### src/rtl/bss_pkg.sv
package bss_pkg;

  localparam int unsigned MAX_SAMPLES = 151;

  localparam logic [7:0] BOOST_EN_BIT = 8'h20;
  localparam logic [7:0] OTG_MASK     = 8'he0;
  localparam logic [7:0] FAULT_BIT    = 8'h40;
  localparam logic [6:0] VCODE_MIN    = 7'd18;
  localparam logic [7:0] COUNT_MAX    = 8'hff;

  localparam logic [15:0] TIMEOUT_RESET = 16'd1500;

  localparam int unsigned IN_DATA_W  = 64;
  localparam int unsigned OUT_DATA_W = 8;

  typedef enum logic [1:0] {
    V_CHECK = 2'd0,
    V_PASS  = 2'd1,
    V_FAIL  = 2'd2
  } verdict_t;

  typedef enum logic [3:0] {
    R_NONE     = 4'd0,
    R_READ     = 4'd1,
    R_CLOCK    = 4'd2,
    R_FAULT    = 4'd3,
    R_DISABLED = 4'd4,
    R_REPEAT   = 4'd5,
    R_UNSTABLE = 4'd6,
    R_TIMEOUT  = 4'd7,
    R_LIMIT    = 4'd8
  } reason_t;

  typedef enum logic [1:0] {
    CFG_WINDOW  = 2'd0,
    CFG_STABLE  = 2'd1,
    CFG_TIMEOUT = 2'd2
  } cfg_idx_t;

  typedef enum logic {
    FUNC_BEGIN  = 1'b0,
    FUNC_SAMPLE = 1'b1
  } func_t;

endpackage

### src/rtl/boost_startup_supervisor.sv
// Boost startup supervisor: one result transfer per input transfer, in order. A begin
// item (tuser 0) clears the attempt; each sample item (tuser 1) is checked against read,
// clock, live-fault, enable, latched-fault, OTG, VBUS, timeout and sample-limit
// conditions, and a verdict once reached is held until the next begin. Each item passes
// through an input register, then a result register; a new item is taken every cycle
// while the result side keeps up, and the whole check is one pass of compare logic
// between the two. Configuration writes are applied at once and must only happen while
// no item is in flight.
module boost_startup_supervisor
  import bss_pkg::*;
(
  input  logic                  clk,
  input  logic                  rst,
  // configuration write port
  input  logic                  cfg_we,
  input  logic [1:0]            cfg_index,
  input  logic [15:0]           cfg_data,
  // input stream
  input  logic                  s_tvalid,
  output logic                  s_tready,
  // power_reg, status_reg, vbus_code, fault_latched, fault_live, elapsed_ms,
  // reads_ok, clock_ok, zero pad
  input  logic [IN_DATA_W-1:0]  s_tdata,
  // func
  input  logic                  s_tuser,
  // result stream
  output logic                  m_tvalid,
  input  logic                  m_tready,
  // verdict, fail_reason, transient_seen, zero pad
  output logic [OUT_DATA_W-1:0] m_tdata
);

  // configuration
  logic [8:0]  tol_window;
  logic [8:0]  settle_len;
  logic [15:0] timeout_lim;

  // attempt state
  logic        transient_flag, transient_flag_next;
  logic [15:0] clean_start_ms, clean_start_ms_next;
  logic [7:0]  sample_count, sample_count_next;
  verdict_t    held_verdict, held_verdict_next;
  reason_t     held_reason, held_reason_next;

  // input register
  logic        in_valid;
  func_t       in_func;
  logic [7:0]  in_power, in_status, in_vbus, in_latched, in_live;
  logic [15:0] in_elapsed;
  logic        in_reads_ok, in_clock_ok;

  // result register
  logic        out_valid;
  verdict_t    out_verdict;
  reason_t     out_reason;
  logic        out_seen;

  logic advance;
  logic otg, vbus_ok, fault_latched, fault_tolerable;
  logic [15:0] clean_ms;
  logic pass_ok;

  assign advance  = !out_valid || m_tready;
  assign s_tready = !in_valid || advance;
  assign m_tvalid = out_valid;
  assign m_tdata  = {1'b0, out_seen, out_reason, out_verdict};

  always_ff @(posedge clk) begin
    if (rst) begin
      tol_window  <= '0;
      settle_len  <= '0;
      timeout_lim <= TIMEOUT_RESET;
    end else if (cfg_we) begin
      case (cfg_idx_t'(cfg_index))
        CFG_WINDOW:  tol_window  <= cfg_data[8:0];
        CFG_STABLE:  settle_len  <= cfg_data[8:0];
        CFG_TIMEOUT: timeout_lim <= cfg_data;
        default: ;
      endcase
    end
  end

  always_ff @(posedge clk) begin
    if (rst) begin
      in_valid <= 1'b0;
    end else if (s_tready) begin
      in_valid <= s_tvalid;
    end
  end

  always_ff @(posedge clk) begin
    if (s_tready && s_tvalid) begin
      in_func     <= func_t'(s_tuser);
      in_power    <= s_tdata[7:0];
      in_status   <= s_tdata[15:8];
      in_vbus     <= s_tdata[23:16];
      in_latched  <= s_tdata[31:24];
      in_live     <= s_tdata[39:32];
      in_elapsed  <= s_tdata[55:40];
      in_reads_ok <= s_tdata[56];
      in_clock_ok <= s_tdata[57];
    end
  end

  assign otg           = (in_status & OTG_MASK) == OTG_MASK;
  assign vbus_ok       = in_vbus[6:0] >= VCODE_MIN;
  assign fault_latched = (in_latched & FAULT_BIT) != '0;
  assign fault_tolerable = !transient_flag && (tol_window != '0) &&
                           (in_elapsed <= {7'd0, tol_window}) && otg;
  assign clean_ms = (in_elapsed >= clean_start_ms_next) ?
                    in_elapsed - clean_start_ms_next : '0;
  assign pass_ok  = otg && vbus_ok &&
                    (!transient_flag_next || clean_ms >= {7'd0, settle_len});

  always_comb begin
    transient_flag_next = transient_flag;
    clean_start_ms_next = clean_start_ms;
    sample_count_next   = sample_count;
    held_verdict_next   = held_verdict;
    held_reason_next    = held_reason;
    if (in_func == FUNC_BEGIN) begin
      transient_flag_next = 1'b0;
      clean_start_ms_next = '0;
      sample_count_next   = '0;
      held_verdict_next   = V_CHECK;
      held_reason_next    = R_NONE;
    end else if (held_verdict == V_CHECK) begin
      if (sample_count != COUNT_MAX) begin
        sample_count_next = sample_count + 8'd1;
      end
      // latched fault inside the window is tolerated once
      if (fault_latched && fault_tolerable) begin
        transient_flag_next = 1'b1;
        clean_start_ms_next = in_elapsed;
      end
      if (!in_reads_ok) begin
        held_verdict_next = V_FAIL;
        held_reason_next  = R_READ;
      end else if (!in_clock_ok) begin
        held_verdict_next = V_FAIL;
        held_reason_next  = R_CLOCK;
      end else if ((in_live & FAULT_BIT) != '0) begin
        held_verdict_next = V_FAIL;
        held_reason_next  = R_FAULT;
      end else if ((in_power & BOOST_EN_BIT) == '0) begin
        held_verdict_next = V_FAIL;
        held_reason_next  = R_DISABLED;
      end else if (fault_latched && !fault_tolerable) begin
        held_verdict_next = V_FAIL;
        held_reason_next  = R_REPEAT;
      end else if (transient_flag_next && !otg) begin
        held_verdict_next = V_FAIL;
        held_reason_next  = R_UNSTABLE;
      end else if (pass_ok) begin
        held_verdict_next = V_PASS;
        held_reason_next  = R_NONE;
      end else if (in_elapsed >= timeout_lim) begin
        held_verdict_next = V_FAIL;
        held_reason_next  = R_TIMEOUT;
      end else if (sample_count_next >= 8'(MAX_SAMPLES)) begin
        held_verdict_next = V_FAIL;
        held_reason_next  = R_LIMIT;
      end
      // drop the tolerated-fault capture when an earlier check already failed
      if (!in_reads_ok || !in_clock_ok || (in_live & FAULT_BIT) != '0 ||
          (in_power & BOOST_EN_BIT) == '0) begin
        transient_flag_next = transient_flag;
        clean_start_ms_next = clean_start_ms;
      end
    end
  end

  always_ff @(posedge clk) begin
    if (rst) begin
      transient_flag <= 1'b0;
      clean_start_ms <= '0;
      sample_count   <= '0;
      held_verdict   <= V_CHECK;
      held_reason    <= R_NONE;
      out_valid      <= 1'b0;
    end else if (advance) begin
      out_valid <= in_valid;
      if (in_valid) begin
        transient_flag <= transient_flag_next;
        clean_start_ms <= clean_start_ms_next;
        sample_count   <= sample_count_next;
        held_verdict   <= held_verdict_next;
        held_reason    <= held_reason_next;
      end
    end
  end

  always_ff @(posedge clk) begin
    if (advance && in_valid) begin
      out_verdict <= held_verdict_next;
      out_reason  <= held_reason_next;
      out_seen    <= transient_flag_next;
    end
  end

`ifndef SYNTH
  a_reason_none_unless_fail: assert property (@(posedge clk) disable iff (rst)
    (held_verdict != V_FAIL) |-> (held_reason == R_NONE))
    else $error("held reason set without a failed verdict");

  a_fail_has_reason: assert property (@(posedge clk) disable iff (rst)
    (out_valid && out_verdict == V_FAIL) |-> (out_reason != R_NONE))
    else $error("failed result without a reason");

  a_count_bounded: assert property (@(posedge clk) disable iff (rst)
    sample_count <= 8'(MAX_SAMPLES))
    else $error("sample count ran past the limit");

  a_clean_start_clear: assert property (@(posedge clk) disable iff (rst)
    !transient_flag |-> (clean_start_ms == '0))
    else $error("clean start set without a tolerated fault");

  a_stall_holds_state: assert property (@(posedge clk) disable iff (rst)
    (out_valid && !m_tready) |=> $stable(held_verdict) && $stable(sample_count))
    else $error("attempt state moved while result stalled");
`endif

endmodule
### config.mk
export PLATFORM = sky130hd
export DESIGN_NAME = boost_startup_supervisor
export DESIGN_NICKNAME = d
export VERILOG_FILES = /design/src/rtl/bss_pkg.sv /design/src/rtl/boost_startup_supervisor.sv
export SDC_FILE = /design/constraint.sdc
export NUM_CORES = 1
export LEC_CHECK = 0
export ABC_CLOCK_PERIOD_IN_PS = 7000
export BUFFER_PORTS_ARGS = -buffer_cell sky130_fd_sc_hd__buf_2
export CORE_MARGIN = 4
export CORE_UTILIZATION = 59
export CTS_BUF_LIST = sky130_fd_sc_hd__clkbuf_4 sky130_fd_sc_hd__clkbuf_8
export DETAILED_ROUTE_END_ITERATION = 7
export MAX_ROUTING_LAYER = met4
export PLACE_DENSITY_LB_ADDON = 0.1
export SLEW_MARGIN = 15
export SYNTH_ARGS = -nofsm -noshare
export SYNTH_HDL_FRONTEND = slang
export SYNTH_SLANG_ARGS = --single-unit
### constraint.sdc
create_clock -name clk -period 7 [get_ports clk]
set_input_delay 0.35 -clock clk [delete_from_list [all_inputs] [get_ports clk]]
set_output_delay 0.35 -clock clk [all_outputs]
set_load 0.03 [all_outputs]
==> Yosys cells after proc, flatten, opt, wreduce, memory -nomap -nowiden <==
Index checks and enable logic that the tools add are counted.
{ "classes": {"n_lt_le_gt_ge": 6, "n_reduce_logical": 33, "n_eq_ne": 5, "mux": 38, "add_sub_neg": 2} }
{ "op_table": {"columns": ["op", "n"], "rows": [
  ["two-way mux 16 bit", 5],
  ["two-way mux 4 bit", 11],
  ["two-way mux 8 bit", 5],
  [">= comparator 16 bit", 2],
  ["two-way mux 2 bit", 11],
  [">= comparator 16 x 9 -> 1 bit", 1],
  ["less-or-equal comparator 16 x 9 -> 1 bit", 1],
  ["subtractor 16 bit", 1],
  ["logical AND 1 bit", 10],
  ["nonzero test 9 bit", 1],
  ["adder 8 x 1 -> 8 bit, second input constant", 1],
  [">= comparator 8 bit, second input constant", 1],
  ["logical NOT 1 bit", 8],
  ["logical NOT 8 bit", 1],
  ["inequality test 8 bit, second input constant", 1],
  ["AND reduction 2 bit", 4],
  [">= comparator 7 x 5 -> 1 bit, second input constant", 1],
  ["logical OR 1 bit", 6],
  ["two-way mux 1 bit", 6],
  ["logical NOT 2 bit", 2],
  ["== test 3 bit, second input constant", 1],
  ["AND reduction 3 bit", 1],
  ["== test 2 x 1 -> 1 bit, second input constant", 1],
  ["== test 2 bit, second input constant", 1],
  ["inequality test 2 x 1 -> 1 bit, second input constant", 1]
]} }
{ "totals": {"out_inout_bits": 10, "inputBits": 88, "ff_bits": 128, "wordCells": 106} }

==> Depth between registers and ports, before layout <==
Gate-level depths: netlist (run 1).
{ "depth": {"word_depth": 23, "ltp_mapped": 29} }

==> Worst setup path after synthesis (run 1) <==
No wires, ideal clock.
{ "synth_timing": {"path_kind": "flip-flop to flip-flop", "startpoint": "register in_elapsed[5]", "endpoint": "register out_verdict[0] (data pin)", "synth_period_minus_slack_ns": 5.484, "path_stages_with_launch": 27, "required_ns": 6.734, "setup_ns": 0.266, "arrival_time_ns": 5.219, "path_slack_ns": 1.516, "cell_sequence": "edfxtp_1 -> ha_1 -> a211oi_1 -> o21ai_0 -> nand3b_1 -> a31oi_1 -> buf_2 -> mux2i_1 -> nor2_1 -> ha_1 -> inv_1 -> fa_1 -> a21o_1 -> a21oi_2 -> a21o_1 -> nand2_1 -> a21oi_1 -> o21a_1 -> nor2_1 -> ha_1 -> a2111oi_0 -> o21ai_0 -> a311o_1 -> o21a_1 -> a31oi_4 -> o21a_1 -> nor2_1"} }
{ "synth_between": {"elab_chain_cells": 22, "word_cells_on_any_way": 35} }
{ "synth_rtl": {"columns": ["item", "line_no", "rtl"], "rows": [
  ["from (decl)", "boost_startup_supervisor.sv:49", "logic [15:0] in_elapsed;"],
  ["from (signal assigned)", "boost_startup_supervisor.sv:99", "in_elapsed <= s_tdata[55:40];"],
  ["less-or-equal comparator 16 x 9 -> 1 bit *", "boost_startup_supervisor.sv:109", "(in_elapsed <= {7'd0, tol_window}) && otg;"],
  ["logical AND 1 bit *", "boost_startup_supervisor.sv:108", "assign fault_tolerable = !transient_flag && (tol_window != '0) &&"],
  ["logical AND 1 bit *", "boost_startup_supervisor.sv:109", null],
  ["logical AND 1 bit *", "boost_startup_supervisor.sv:132", "if (fault_latched && fault_tolerable) begin"],
  ["two-way mux 16 bit *", "boost_startup_supervisor.sv:132", null],
  ["two-way mux 16 bit *", "boost_startup_supervisor.sv:165", "if (!in_reads_ok || !in_clock_ok || (in_live & FAULT_BIT) != '0 ||"],
  ["two-way mux 16 bit *", "boost_startup_supervisor.sv:127", "end else if (held_verdict == V_CHECK) begin"],
  ["two-way mux 16 bit *", "boost_startup_supervisor.sv:121", "if (in_func == FUNC_BEGIN) begin"],
  ["via clean_start_ms_next[0]", "boost_startup_supervisor.sv:40", "logic [15:0] clean_start_ms, clean_start_ms_next;"],
  ["[7 not listed]", null, null],
  ["two-way mux 2 bit *", "boost_startup_supervisor.sv:148", "end else if (fault_latched && !fault_tolerable) begin"],
  ["two-way mux 2 bit *", "boost_startup_supervisor.sv:145", "end else if ((in_power & BOOST_EN_BIT) == '0) begin"],
  ["two-way mux 2 bit *", "boost_startup_supervisor.sv:142", "end else if ((in_live & FAULT_BIT) != '0) begin"],
  ["two-way mux 2 bit *", "boost_startup_supervisor.sv:139", "end else if (!in_clock_ok) begin"],
  ["two-way mux 2 bit *", "boost_startup_supervisor.sv:136", "if (!in_reads_ok) begin"],
  ["two-way mux 2 bit *", "boost_startup_supervisor.sv:127", null],
  ["two-way mux 2 bit *", "boost_startup_supervisor.sv:121", null],
  ["via held_verdict_next[0]", "boost_startup_supervisor.sv:42", "verdict_t held_verdict, held_verdict_next;"],
  ["to (signal assigned)", "boost_startup_supervisor.sv:195", "out_verdict <= held_verdict_next;"],
  ["to (decl)", "boost_startup_supervisor.sv:54", "verdict_t out_verdict;"]
]} }
The timed path passes the listed nets; every way through them passes the cells marked *. The select of a mux whose other input is x is not followed.
A chain may end at the register's enable or synchronous reset.

==> Worst setup path after layout (run 1) <==
{ "layout_timing": {"startpoint": "register in_elapsed[5]", "endpoint": "register out_verdict[0] (data pin)"} }
{ "layout_between": {"elab_chain_cells": 22, "word_cells_on_any_way": 35} }
{ "layout_rtl": {"columns": ["item", "line_no"], "rows": [
  ["less-or-equal comparator 16 x 9 -> 1 bit", "boost_startup_supervisor.sv:109"],
  ["logical AND 1 bit", "boost_startup_supervisor.sv:108"],
  ["logical AND 1 bit", "boost_startup_supervisor.sv:109"],
  ["logical AND 1 bit", "boost_startup_supervisor.sv:132"],
  ["two-way mux 16 bit or two-way mux 1 bit (tied branches)", "boost_startup_supervisor.sv:132"],
  ["two-way mux 16 bit or two-way mux 1 bit (tied branches)", "boost_startup_supervisor.sv:165, boost_startup_supervisor.sv:127"],
  ["two-way mux 16 bit or two-way mux 1 bit (tied branches)", "boost_startup_supervisor.sv:127, boost_startup_supervisor.sv:121"],
  ["two-way mux 16 bit or two-way mux 1 bit (tied branches)", "boost_startup_supervisor.sv:121, boost_startup_supervisor.sv:165"],
  ["[7 not listed]", null],
  ["two-way mux 2 bit *", "boost_startup_supervisor.sv:148"],
  ["two-way mux 2 bit *", "boost_startup_supervisor.sv:145"],
  ["two-way mux 2 bit *", "boost_startup_supervisor.sv:142"],
  ["two-way mux 2 bit *", "boost_startup_supervisor.sv:139"],
  ["two-way mux 2 bit *", "boost_startup_supervisor.sv:136"],
  ["two-way mux 2 bit *", "boost_startup_supervisor.sv:127"],
  ["two-way mux 2 bit *", "boost_startup_supervisor.sv:121"],
  ["via held_verdict_next[0]", "boost_startup_supervisor.sv:42"]
]} }
Marks and branches as above.

==> run_results.csv, run 1 <==
group,metric,value,unit
sta,finalHoldViolCount,0,
sta,setup_viol,0,
power_and_ir_drop,power.density,184,nW/µm²
power_and_ir_drop,power,1.21,mW
yosys,synthArstFlopShare,0,%
critical_path,worstSetupStartpointType,"flop",
yosys,synth_top_area_share,22.2,%
yosys,synthTopCellsByArea,"dfxtp_1, edfxtp_1, ha_1, nor2_1, a21oi_1",
critical_path,cp_max_fo,7,
critical_path,r2r_cells,26,
yosys,ys.flop_type,"dfxtp_1",
finish,num-nets-final,860,
yosys,avgSynthCellArea,9.06,µm²
cts,clock_sinks,105,
place,post-dp-hpwl,10500,µm
sta,finClkSkew,0.0120,ns
floorplanning,rows,36,
detailed_routing,vias_per_cell,5.86,
hold_path,whs_path_depth,1,
cts,cts_tree,"yes",
finish,syn_to_final_growth,9.03,%
finish,drive_gt1_share,14.9,%
yosys,yosys.area.top_type,"dfxtp_1",
critical_path,path_class,"flop to flop",
cts,post_cts_buffers,0,
critical_path,cp.required,7.10,ns
floorplanning,core,9860,µm²
cts,cts-root-buf,"clkbuf_8",
sta,finalMaxSlewViolations,0,
cts,cts_resized,0,
yosys,synth_nets,807,
detailed_routing,ant_nets,0,
detailed_routing,dr.pass1.iters,5,
sta,fin_crit_sh,92.9,%
yosys,synth_enable_flop_cells,38,
yosys,ys_seq_area_share,41.1,%
sta,hold_slack,0.145,ns
detailed_routing,vias,5024,
critical_path,cp-end-kind,"flop",
detailed_routing,finalWirelength,14100,µm
critical_path,arrival,6.61,ns
sta,period_needed,6.51,ns
hold_path,holdCritPathClass,"primary input to flop",
critical_path,critPathLaunch,"in_elapsed[5]$_DFFE_PP_",
power_and_ir_drop,leakagePower,2.64,nW
sta,rsz0062_at_grt,"no",
cts,clk-insertion-delay-late,0.37,ns
cts,cts-buffers-inserted,9,
yosys,ys_warn_count,0,
global_routing,grt_max_degree,64,
floorplanning,io_pins,98,
detailed_routing,drt-initial-drc-count,272,
critical_path,r2r-start,"in_elapsed[5]$_DFFE_PP_",
global_routing,track_usage,24.9,%
global_routing,grt_pass1_vias,4788,
floorplanning,chipWidth,109,µm
sta,worst_slew_pin_slew,1.03,ns
global_routing,grt_overflow,0,
place,portBuffers,62,
job,cap_viol_max_count,0,
finish,antenna_cells,0,
outcome,status,"complete, no violations",
detailed_routing,avgRoutedWirePerCell,16.5,µm
power_and_ir_drop,ir_worst_vdd,127,µV
yosys,ys_ff_latch,105,
cts,clockBufferDepth,2,
place,place_congestion,0.921,
sta,clock.fmax,154,MHz
global_routing,antenna_found_initial,0,
floorplanning,start_util,61.3,%
global_routing,grt_pass1_wl,22600,µm
finish,postLayoutCoreUtil,66.8,%
floorplanning,fp.dieH,109,µm
cts,htreeDepth,3,
detailed_routing,drc_errors,0,
finish,fillers,812,
yosys,synth_common_cells,"nor2_1, dfxtp_1, nand2_1",
sta,slew_headroom,30.9,%
floorplanning,die-area,11900,µm²
cts,path_clk_slew,0.10,ns
yosys,synth.most_common_cell,"nor2_1",
sta,tns,0,ns
yosys,synthCells,667,
yosys,synth.distinct_cells,70,
cts,cts_hold_buf,0,
hold_path,min-delay-start,"s_tdata[50]",
yosys,syn-cell-area,6040,µm²
-- stage by stage --
stage                     area (µm²)  cells  setup slack (ns)
after floorplan                 6040    667              1.52
after global placement          6410    842             0.741
after detailed placement        6410    842             0.640
after CTS                       6590    858             0.593
after global routing            6590    858             0.176
final                           6590    858             0.495
-- worst paths after layout --
kind / end / slack, ns
setup reg to reg: out_verdict[0]$_DFFE_PP_ / 0.49
setup / recovery: out_verdict[0]$_DFFE_PP_ / 0.49
hold / removal: in_elapsed[10]$_DFFE_PP_ / 0.15
hold reg to reg: timeout_lim[13]$_SDFFE_PP0P_ / 0.46
-- cells by family after synthesis --
kind of cell	count (synthesis)	synth area share, %
AO/OA/AOI/OAI	165	18.6
XOR/XNOR	9	1.30
buffers and inverters	66	5.05
AND/OR/NAND/NOR	248	19.5
flip-flops	105	41.1
adder cells (fa/ha/maj)	52	10.9
multiplexers	21	3.50
other	1	0.0621
-- critical path, stage by stage, from the launching register on --
cell      delay [ns]
edfxtp_1        0.51
ha_1            0.34
a211oi_1        0.29
o21ai_0         0.12
nand3b_1        0.20
a31oi_1         0.23
buf_4           0.22
mux2i_1         0.09
nand2b_1        0.19
ha_1            0.47
and2_0          0.26
nand3_1         0.14
a21o_1          0.18
nand2_1         0.06
a21oi_1         0.08
o21ai_0         0.72
nand2b_1        0.14
ha_1            0.31
nor2b_1         0.11
o21ai_0         0.10
a21oi_1         0.16
o21ai_0         0.13
a311o_1         0.41
o21a_1          0.23
a31oi_4         0.28
o21a_1          0.20
nor2_1          0.04
-- where the power goes --
group	switching (mW)	leakage [nW]	internal, mW
logic	0.112	1.64	0.0737
registers	0.0178	0.911	0.655
clock network	0.203	0.0894	0.147
total	0.333	2.64	0.876
-- layout make-up --
cell class	count	area (µm²)	area share, %
flip-flops and latches	105	2480	37.7
repair buffers	66	340	5.17
clock inverters	4	28.8	0.437
inverters	42	158	2.39
multi-input cells	496	3260	49.5
well taps	133	166	2.53
clock buffers	12	153	2.32
-- per-layer routing --
metal	global-route usage (%)	routed length, µm	share of wire, %
met5	-	0	0
met3	3.97	652	4.6
met4	7.12	200	1.4
met2	42.0	7030	50
met1	31.1	6240	44
-- cell usage in the layout, fill, tap and decap left out, types with 11 or more instances in the layout --
cell type  count
nand4_1       11
mux2i_1       20
ha_1          51
nand2_1       64
dfxtp_1       67
nand2b_1      12
and2_1        12
buf_2         62
a21oi_1       63
edfxtp_1      38
inv_1         41
o21ai_0       24
nand3_1       16
nor2_1        86
-- state kept, by name, summed over array words and instances, names as in the netlist, 6 cells and up --
name            cells
tol_window          9
sample_count        8
settle_len          9
in_vbus             6
in_elapsed         16
timeout_lim        16
clean_start_ms     16
(Power assumes the default switching activity.)
==> run 2, diff against run 1 <==
--- a/config.mk
+++ b/config.mk
@@ -8,7 +8,7 @@
 export ABC_CLOCK_PERIOD_IN_PS = 7000
 export BUFFER_PORTS_ARGS = -buffer_cell sky130_fd_sc_hd__buf_2
 export CORE_MARGIN = 4
-export CORE_UTILIZATION = 59
+export CORE_UTILIZATION = 40
 export CTS_BUF_LIST = sky130_fd_sc_hd__clkbuf_4 sky130_fd_sc_hd__clkbuf_8
 export DETAILED_ROUTE_END_ITERATION = 7
 export MAX_ROUTING_LAYER = met4
==> run 2 against run 1 <==
  * Core utilization decreased by 21 points
  * Clock power grew 11%
  * Register-to-register slack improved by 0.24 ns
  * Largest power group unchanged
  * Worst setup slack better by 0.24 ns
  * Wire length grew 2.7%
  * Critical endpoint is now held_reason[2]$_SDFFE_PP0P_
  * Cell count rose by 6.3%
  * Combinational power is essentially flat
==> run_results.csv, run 2 (same netlist as run 1, synthesis figures left out) <==
group,metric,value,unit
outcome,status,"complete, no violations",
sta,finalHoldViolCount,0,
power_and_ir_drop,power.switching,349,µW
sta,fin_crit_sh,89.5,%
floorplanning,io_pins,98,
job,cap_viol_max_count,0,
critical_path,path_class,"flop to flop",
global_routing,grtUsageMet2,30.3,%
detailed_routing,drt-initial-drc-count,215,
detailed_routing,avgRoutedWirePerCell,15.9,µm
cts,clockBufferDepth,2,
sta,slew_headroom,33.0,%
detailed_routing,vias,4843,
global_routing,use_met1,22.2,%
place,post-dp-hpwl,10800,µm
cts,path_clk_slew,0.10,ns
place,portBuffers,62,
cts,cts_tree,"yes",
detailed_routing,drc_errors,0,
finish,num-nets-final,863,
finish,fillers,1442,
place,place_congestion,0.885,
global_routing,track_usage,18.1,%
sta,finClkSkew,0.0131,ns
global_routing,grt_pass1_wl,23500,µm
global_routing,grt_overflow,0,
critical_path,critPathLaunch,"in_elapsed[12]$_DFFE_PP_",
power_and_ir_drop,power.internal,900,µW
floorplanning,rows,44,
global_routing,antenna_found_initial,0,
critical_path,r2r-start,"in_elapsed[12]$_DFFE_PP_",
power_and_ir_drop,leakagePower,2.65,nW
critical_path,crit_chain,"or4_1, nor3_1, nand4_1, a31oi_1, buf_4, mux2i_1, nand2b_1, fa_1, a21o_1, a21oi_2, a21o_1, nand2_1, a21oi_1, o21a_1, nor2_1, ha_1, a2111oi_0, o21ai_0, a311o_1, o21a_1, a31oi_4, a21boi_2, o41ai_2",
finish,postLayoutCoreUtil,45.7,%
sta,clock.fmax,160,MHz
sta,tns,0,ns
detailed_routing,finalWirelength,14500,µm
cts,htreeDepth,3,
critical_path,path_delay_family,"compound AO/OA/AOI/OAI gates",
cts,post_cts_buffers,0,
finish,multi_input_area,3260,µm²
finish,antenna_cells,0,
floorplanning,chipWidth,131,µm
sta,worst_slew_pin_slew,1.00,ns
floorplanning,start_util,41.3,%
finish,final_common_cell,"nor2_1",
cts,cts_resized,0,
cts,cts_hold_buf,0,
critical_path,cp_max_fo,10,
cts,cts-root-buf,"clkbuf_8",
finish,top_regs,"clean_start_ms: 16 flops, in_elapsed: 16 flops, timeout_lim: 16 flops",
power_and_ir_drop,power,1.25,mW
power_and_ir_drop,ir_worst_vdd,80.9,µV
sta,hold_slack,0.131,ns
global_routing,grt_pass1_vias,4791,
cts,clock_sinks,105,
detailed_routing,vias_per_cell,5.31,
critical_path,cp-end-kind,"flop",
detailed_routing,ant_nets,0,
global_routing,grtUsageMet3,3.33,%
floorplanning,core,14600,µm²
critical_path,cpMaxStageDelayCell,"or4_1",
hold_path,min-delay-start,"s_tdata[5]",
critical_path,cp_slowest_stage_delay,0.55,ns
power_and_ir_drop,power.density,187,nW/µm²
sta,fin_ws,0.734,ns
finish,final_cell_mix,"nor2_1, dfxtp_1, nand2_1",
cts,clk-insertion-delay-late,0.39,ns
critical_path,path_buf_inv,1,
power_and_ir_drop,clkPwrFrac,31.2,%
finish,syn_to_final_growth,10.7,%
global_routing,busiest_layer,"met2",
sta,setup_viol,0,
floorplanning,fp.dieH,131,µm
critical_path,arrival,6.56,ns
floorplanning,die-area,17100,µm²
power_and_ir_drop,power_frac_seq,53.6,%
cts,cts-buffers-inserted,9,
power_and_ir_drop,pwr-share-comb,15.1,%
critical_path,worstSetupStartpointType,"flop",
finish,drive_gt1_share,15.2,%
critical_path,cp.required,7.29,ns
sta,period_needed,6.27,ns
finish,seq_area,2480,µm²
global_routing,grt_max_degree,64,
place,place_ws,0.722,ns
sta,rsz0062_at_grt,"no",
hold_path,holdCritPathClass,"primary input to flop",
detailed_routing,dr.pass1.iters,4,
sta,finalMaxSlewViolations,0,
power_and_ir_drop,swShare,28.0,%
==> run 2: path summary, 6_finish.rpt <==
check	cells after the start	slack, ns	end
max	23	0.73	held_reason[2]$_SDFFE_PP0P_
min	1	0.13	in_power[5]$_DFFE_PP_
max reg2reg	23	0.73	held_reason[2]$_SDFFE_PP0P_
min reg2reg	2	0.46	timeout_lim[1]$_SDFFE_PP0P_
==> run 2: area by class of cell <==
| cell class | instances | share of cell area (%) |
|---|---|---|
| multi-input combinational | 496 | 48.7 |
| sequential | 105 | 37.1 |
| timing repair buffer | 69 | 5.42 |
| tap | 184 | 3.44 |
| inverter | 42 | 2.36 |
| clock buffer | 10 | 1.96 |
| clock inverter | 6 | 0.991 |
==> run 2: stage by stage <==
step	instance area (µm²)	cells
detailed placement	6490	896
global route	6690	912
finish	6690	912
global placement	6490	896
floorplan	6040	667
CTS	6690	912
==> run 2: layer usage <==
layer	part of all wire (%)	vias up
met5	0	-
met2	49	56
met1	47	2276
met3	2.4	15
li1	-	2496
met4	1.3	0
==> run 2: power by group through the flow <==
stage	clock, mW	combinational (mW)	sequential (mW)
after detailed placement	0	0.189	0.685
after CTS	0.403	0.190	0.671
after global placement	0	0.185	0.684
final	0.390	0.189	0.670
after floorplan	0	0.131	0.683
after global routing	0.427	0.215	0.673
==> run 3, diff against run 2 <==
--- a/config.mk
+++ b/config.mk
@@ -5,6 +5,7 @@
 export SDC_FILE = /design/constraint.sdc
 export NUM_CORES = 1
 export LEC_CHECK = 0
+export ABC_AREA = 1
 export ABC_CLOCK_PERIOD_IN_PS = 7000
 export BUFFER_PORTS_ARGS = -buffer_cell sky130_fd_sc_hd__buf_2
 export CORE_MARGIN = 4
==> run 3 against run 2 <==
  * Core utilization decreased by 0.27 points
  * Critical path depth is 21 higher
  * Register-to-register slack better by 0.51 ns
  * Die area rose by 2.3%
  * Area after synthesis increased by 2.4%
  * Critical path type unchanged
==> run_results.csv, run 3 <==
group,metric,value,unit
outcome,status,"complete, no violations",
finish,fin_area,6900,µm²
finish,seq_area,2480,µm²
sta,fin_crit_sh,82.2,%
sta,finalMaxSlewViolations,0,
yosys,synth_common_cells,"nand2_1, inv_1, a21oi_1",
yosys,synthArstFlopShare,0,%
detailed_routing,vias_per_cell,5.00,
cts,clock_sinks,105,
place,place_ws,1.21,ns
detailed_routing,dr.pass1.iters,4,
critical_path,cp_max_fo,10,
job,cap_viol_max_count,0,
hold_path,whs_path_depth,1,
place,place_area,6690,µm²
critical_path,r2r-start,"in_elapsed[3]$_DFFE_PP_",
critical_path,cp-end-kind,"flop",
yosys,ys_seq_area_share,40.1,%
sta,rsz0062_at_grt,"no",
hold_path,holdCritPathClass,"primary input to flop",
global_routing,antenna_found_initial,1,
yosys,synth_top_area_share,21.7,%
finish,final_common_cell,"nand2_1",
yosys,avgSynthCellArea,7.55,µm²
sta,worst_slew_pin_slew,0.586,ns
critical_path,worstSetupStartpointType,"flop",
critical_path,worstReg2RegEnd,"out_verdict[1]$_DFFE_PP_",
detailed_routing,drc_errors,0,
yosys,syn-cell-area,6190,µm²
sta,setup_viol,0,
hold_path,min_to,"in_elapsed[4]$_DFFE_PP_",
power_and_ir_drop,ir_worst_vdd,98.8,µV
sta,finalHoldViolCount,0,
global_routing,grt_pass1_wl,25200,µm
floorplanning,fp.dieH,132,µm
sta,slew_headroom,60.8,%
detailed_routing,vias,5354,
cts,cts_resized,0,
cts,htreeDepth,3,
sta,hold_slack,0.140,ns
floorplanning,die-area,17500,µm²
global_routing,grt_max_degree,46,
floorplanning,io_pins,98,
yosys,synth.distinct_cells,47,
cts,path_clk_slew,0.10,ns
sta,finClkSkew,0.0124,ns
floorplanning,core,15200,µm²
cts,cts_tree,"yes",
sta,period_needed,5.75,ns
finish,postLayoutCoreUtil,45.4,%
yosys,ys_ff_latch,105,
critical_path,cp.required,7.25,ns
sta,clock.fmax,174,MHz
yosys,ys.flop_type,"dfxtp_1",
cts,cts-buffers-inserted,9,
yosys,synthTopCellsByArea,"dfxtp_1, edfxtp_1, nand2_1, ha_1, inv_1",
detailed_routing,ant_nets,0,
cts,clk-insertion-delay-late,0.38,ns
floorplanning,chipWidth,132,µm
cts,cts-root-buf,"clkbuf_8",
critical_path,path_delay_family,"simple AND/OR/NAND/NOR gates",
yosys,synth_nets,959,
critical_path,path_buf_inv,5,
floorplanning,rows,45,
yosys,yosys.area.top_type,"dfxtp_1",
finish,final_cell_mix,"nand2_1, inv_1, a21oi_1",
critical_path,crit_top_cell,"nand2_1",
place,place_congestion,0.844,
place,post-dp-hpwl,12000,µm
detailed_routing,drt-initial-drc-count,218,
yosys,synthCells,819,
critical_path,path_class,"flop to flop",
place,portBuffers,62,
finish,multi_input_area,3140,µm²
critical_path,r2r_cells,44,
power_and_ir_drop,leakagePower,3.24,nW
finish,syn_to_final_growth,11.6,%
critical_path,arrival,6.00,ns
yosys,synth_enable_flop_cells,38,
global_routing,track_usage,18.1,%
critical_path,ff2ff_setup_slack,1.25,ns
cts,post_cts_buffers,0,
critical_path,cp_slowest_stage_delay,0.53,ns
yosys,ys_warn_count,0,
finish,fillers,1580,
finish,top_regs,"clean_start_ms: 16 flops, in_elapsed: 16 flops, timeout_lim: 16 flops",
finish,num-nets-final,1017,
cts,cts_hold_buf,0,
cts,clockBufferDepth,2,
hold_path,min-delay-start,"s_tdata[44]",
detailed_routing,avgRoutedWirePerCell,14.0,µm
finish,drive_gt1_share,14.4,%
yosys,synth.most_common_cell,"nand2_1",
global_routing,grt_overflow,0,
global_routing,grt_pass1_vias,5227,
power_and_ir_drop,power.density,198,nW/µm²
sta,tns,0,ns
critical_path,cpMaxStageDelayCell,"edfxtp_1",
floorplanning,start_util,40.7,%
detailed_routing,finalWirelength,15000,µm
sta,fin_ws,1.25,ns
run 3: how the worst max path moves through the flow:
stage / from / to / cells after the start / slack [ns]
CTS: in_elapsed[3]$_DFFE_PP_ / out_verdict[1]$_DFFE_PP_ / 44 / 1.17
global route: in_elapsed[3]$_DFFE_PP_ / out_verdict[1]$_DFFE_PP_ / 44 / 0.55
finish: in_elapsed[3]$_DFFE_PP_ / out_verdict[1]$_DFFE_PP_ / 44 / 1.25
global placement: in_elapsed[1]$_DFFE_PP_ / out_verdict[1]$_DFFE_PP_ / 44 / 1.24
detailed placement: in_elapsed[1]$_DFFE_PP_ / out_verdict[1]$_DFFE_PP_ / 44 / 1.21
floorplan: in_elapsed[1]$_DFFE_PP_ / out_verdict[1]$_DFFE_PP_ / 44 / 2.15
run 3: metal layers:
metal  GRT usage (%)  share of wire (%)  vias up  wire length (µm)
met5               -                  0        -                 0
met4            3.98                1.1        0               172
met3            3.51                4.2       12               636
met2            29.2                 47      101              7060
met1            23.7                 48     2440              7140
li1                -                  -     2801                 -
run 3: layout make-up:
class,instances,area share [%]
multi-input combinational,566,45.5
inverter,128,6.96
clock buffer,10,1.90
sequential,105,36.0
antenna,1,0.0362
tap,188,3.41
clock inverter,6,1.20
timing repair buffer,67,5.04
run 3: stage by stage:
step | cells | power, mW
after CTS | 1070 | 1.38
after detailed placement | 1054 | 0.973
after global routing | 1071 | 1.46
final | 1071 | 1.37
after global placement | 1054 | 0.966
after floorplan | 819 | 0.892
run 3: logic make-up (layout without fill, tap and decap cells):
kind of cell | after synthesis | count (layout) | share of synthesized area [%]
XOR/XNOR | 6 | 6 | 0.849
other | 1 | 2 | 0.0606
flip-flops | 105 | 105 | 40.1
AO/OA/AOI/OAI | 171 | 171 | 15.3
AND/OR/NAND/NOR | 336 | 336 | 23.9
adder cells (fa/ha/maj) | 52 | 52 | 10.6
buffers and inverters | 148 | 211 | 9.14
run 3: power by group:
part	switching (mW)	internal, mW	total (mW)	leakage [nW]
sequential	0.0195	0.666	0.686	0.918
clock	0.206	0.204	0.410	0.111
combinational	0.172	0.0985	0.270	2.21
total	0.397	0.969	1.37	3.24
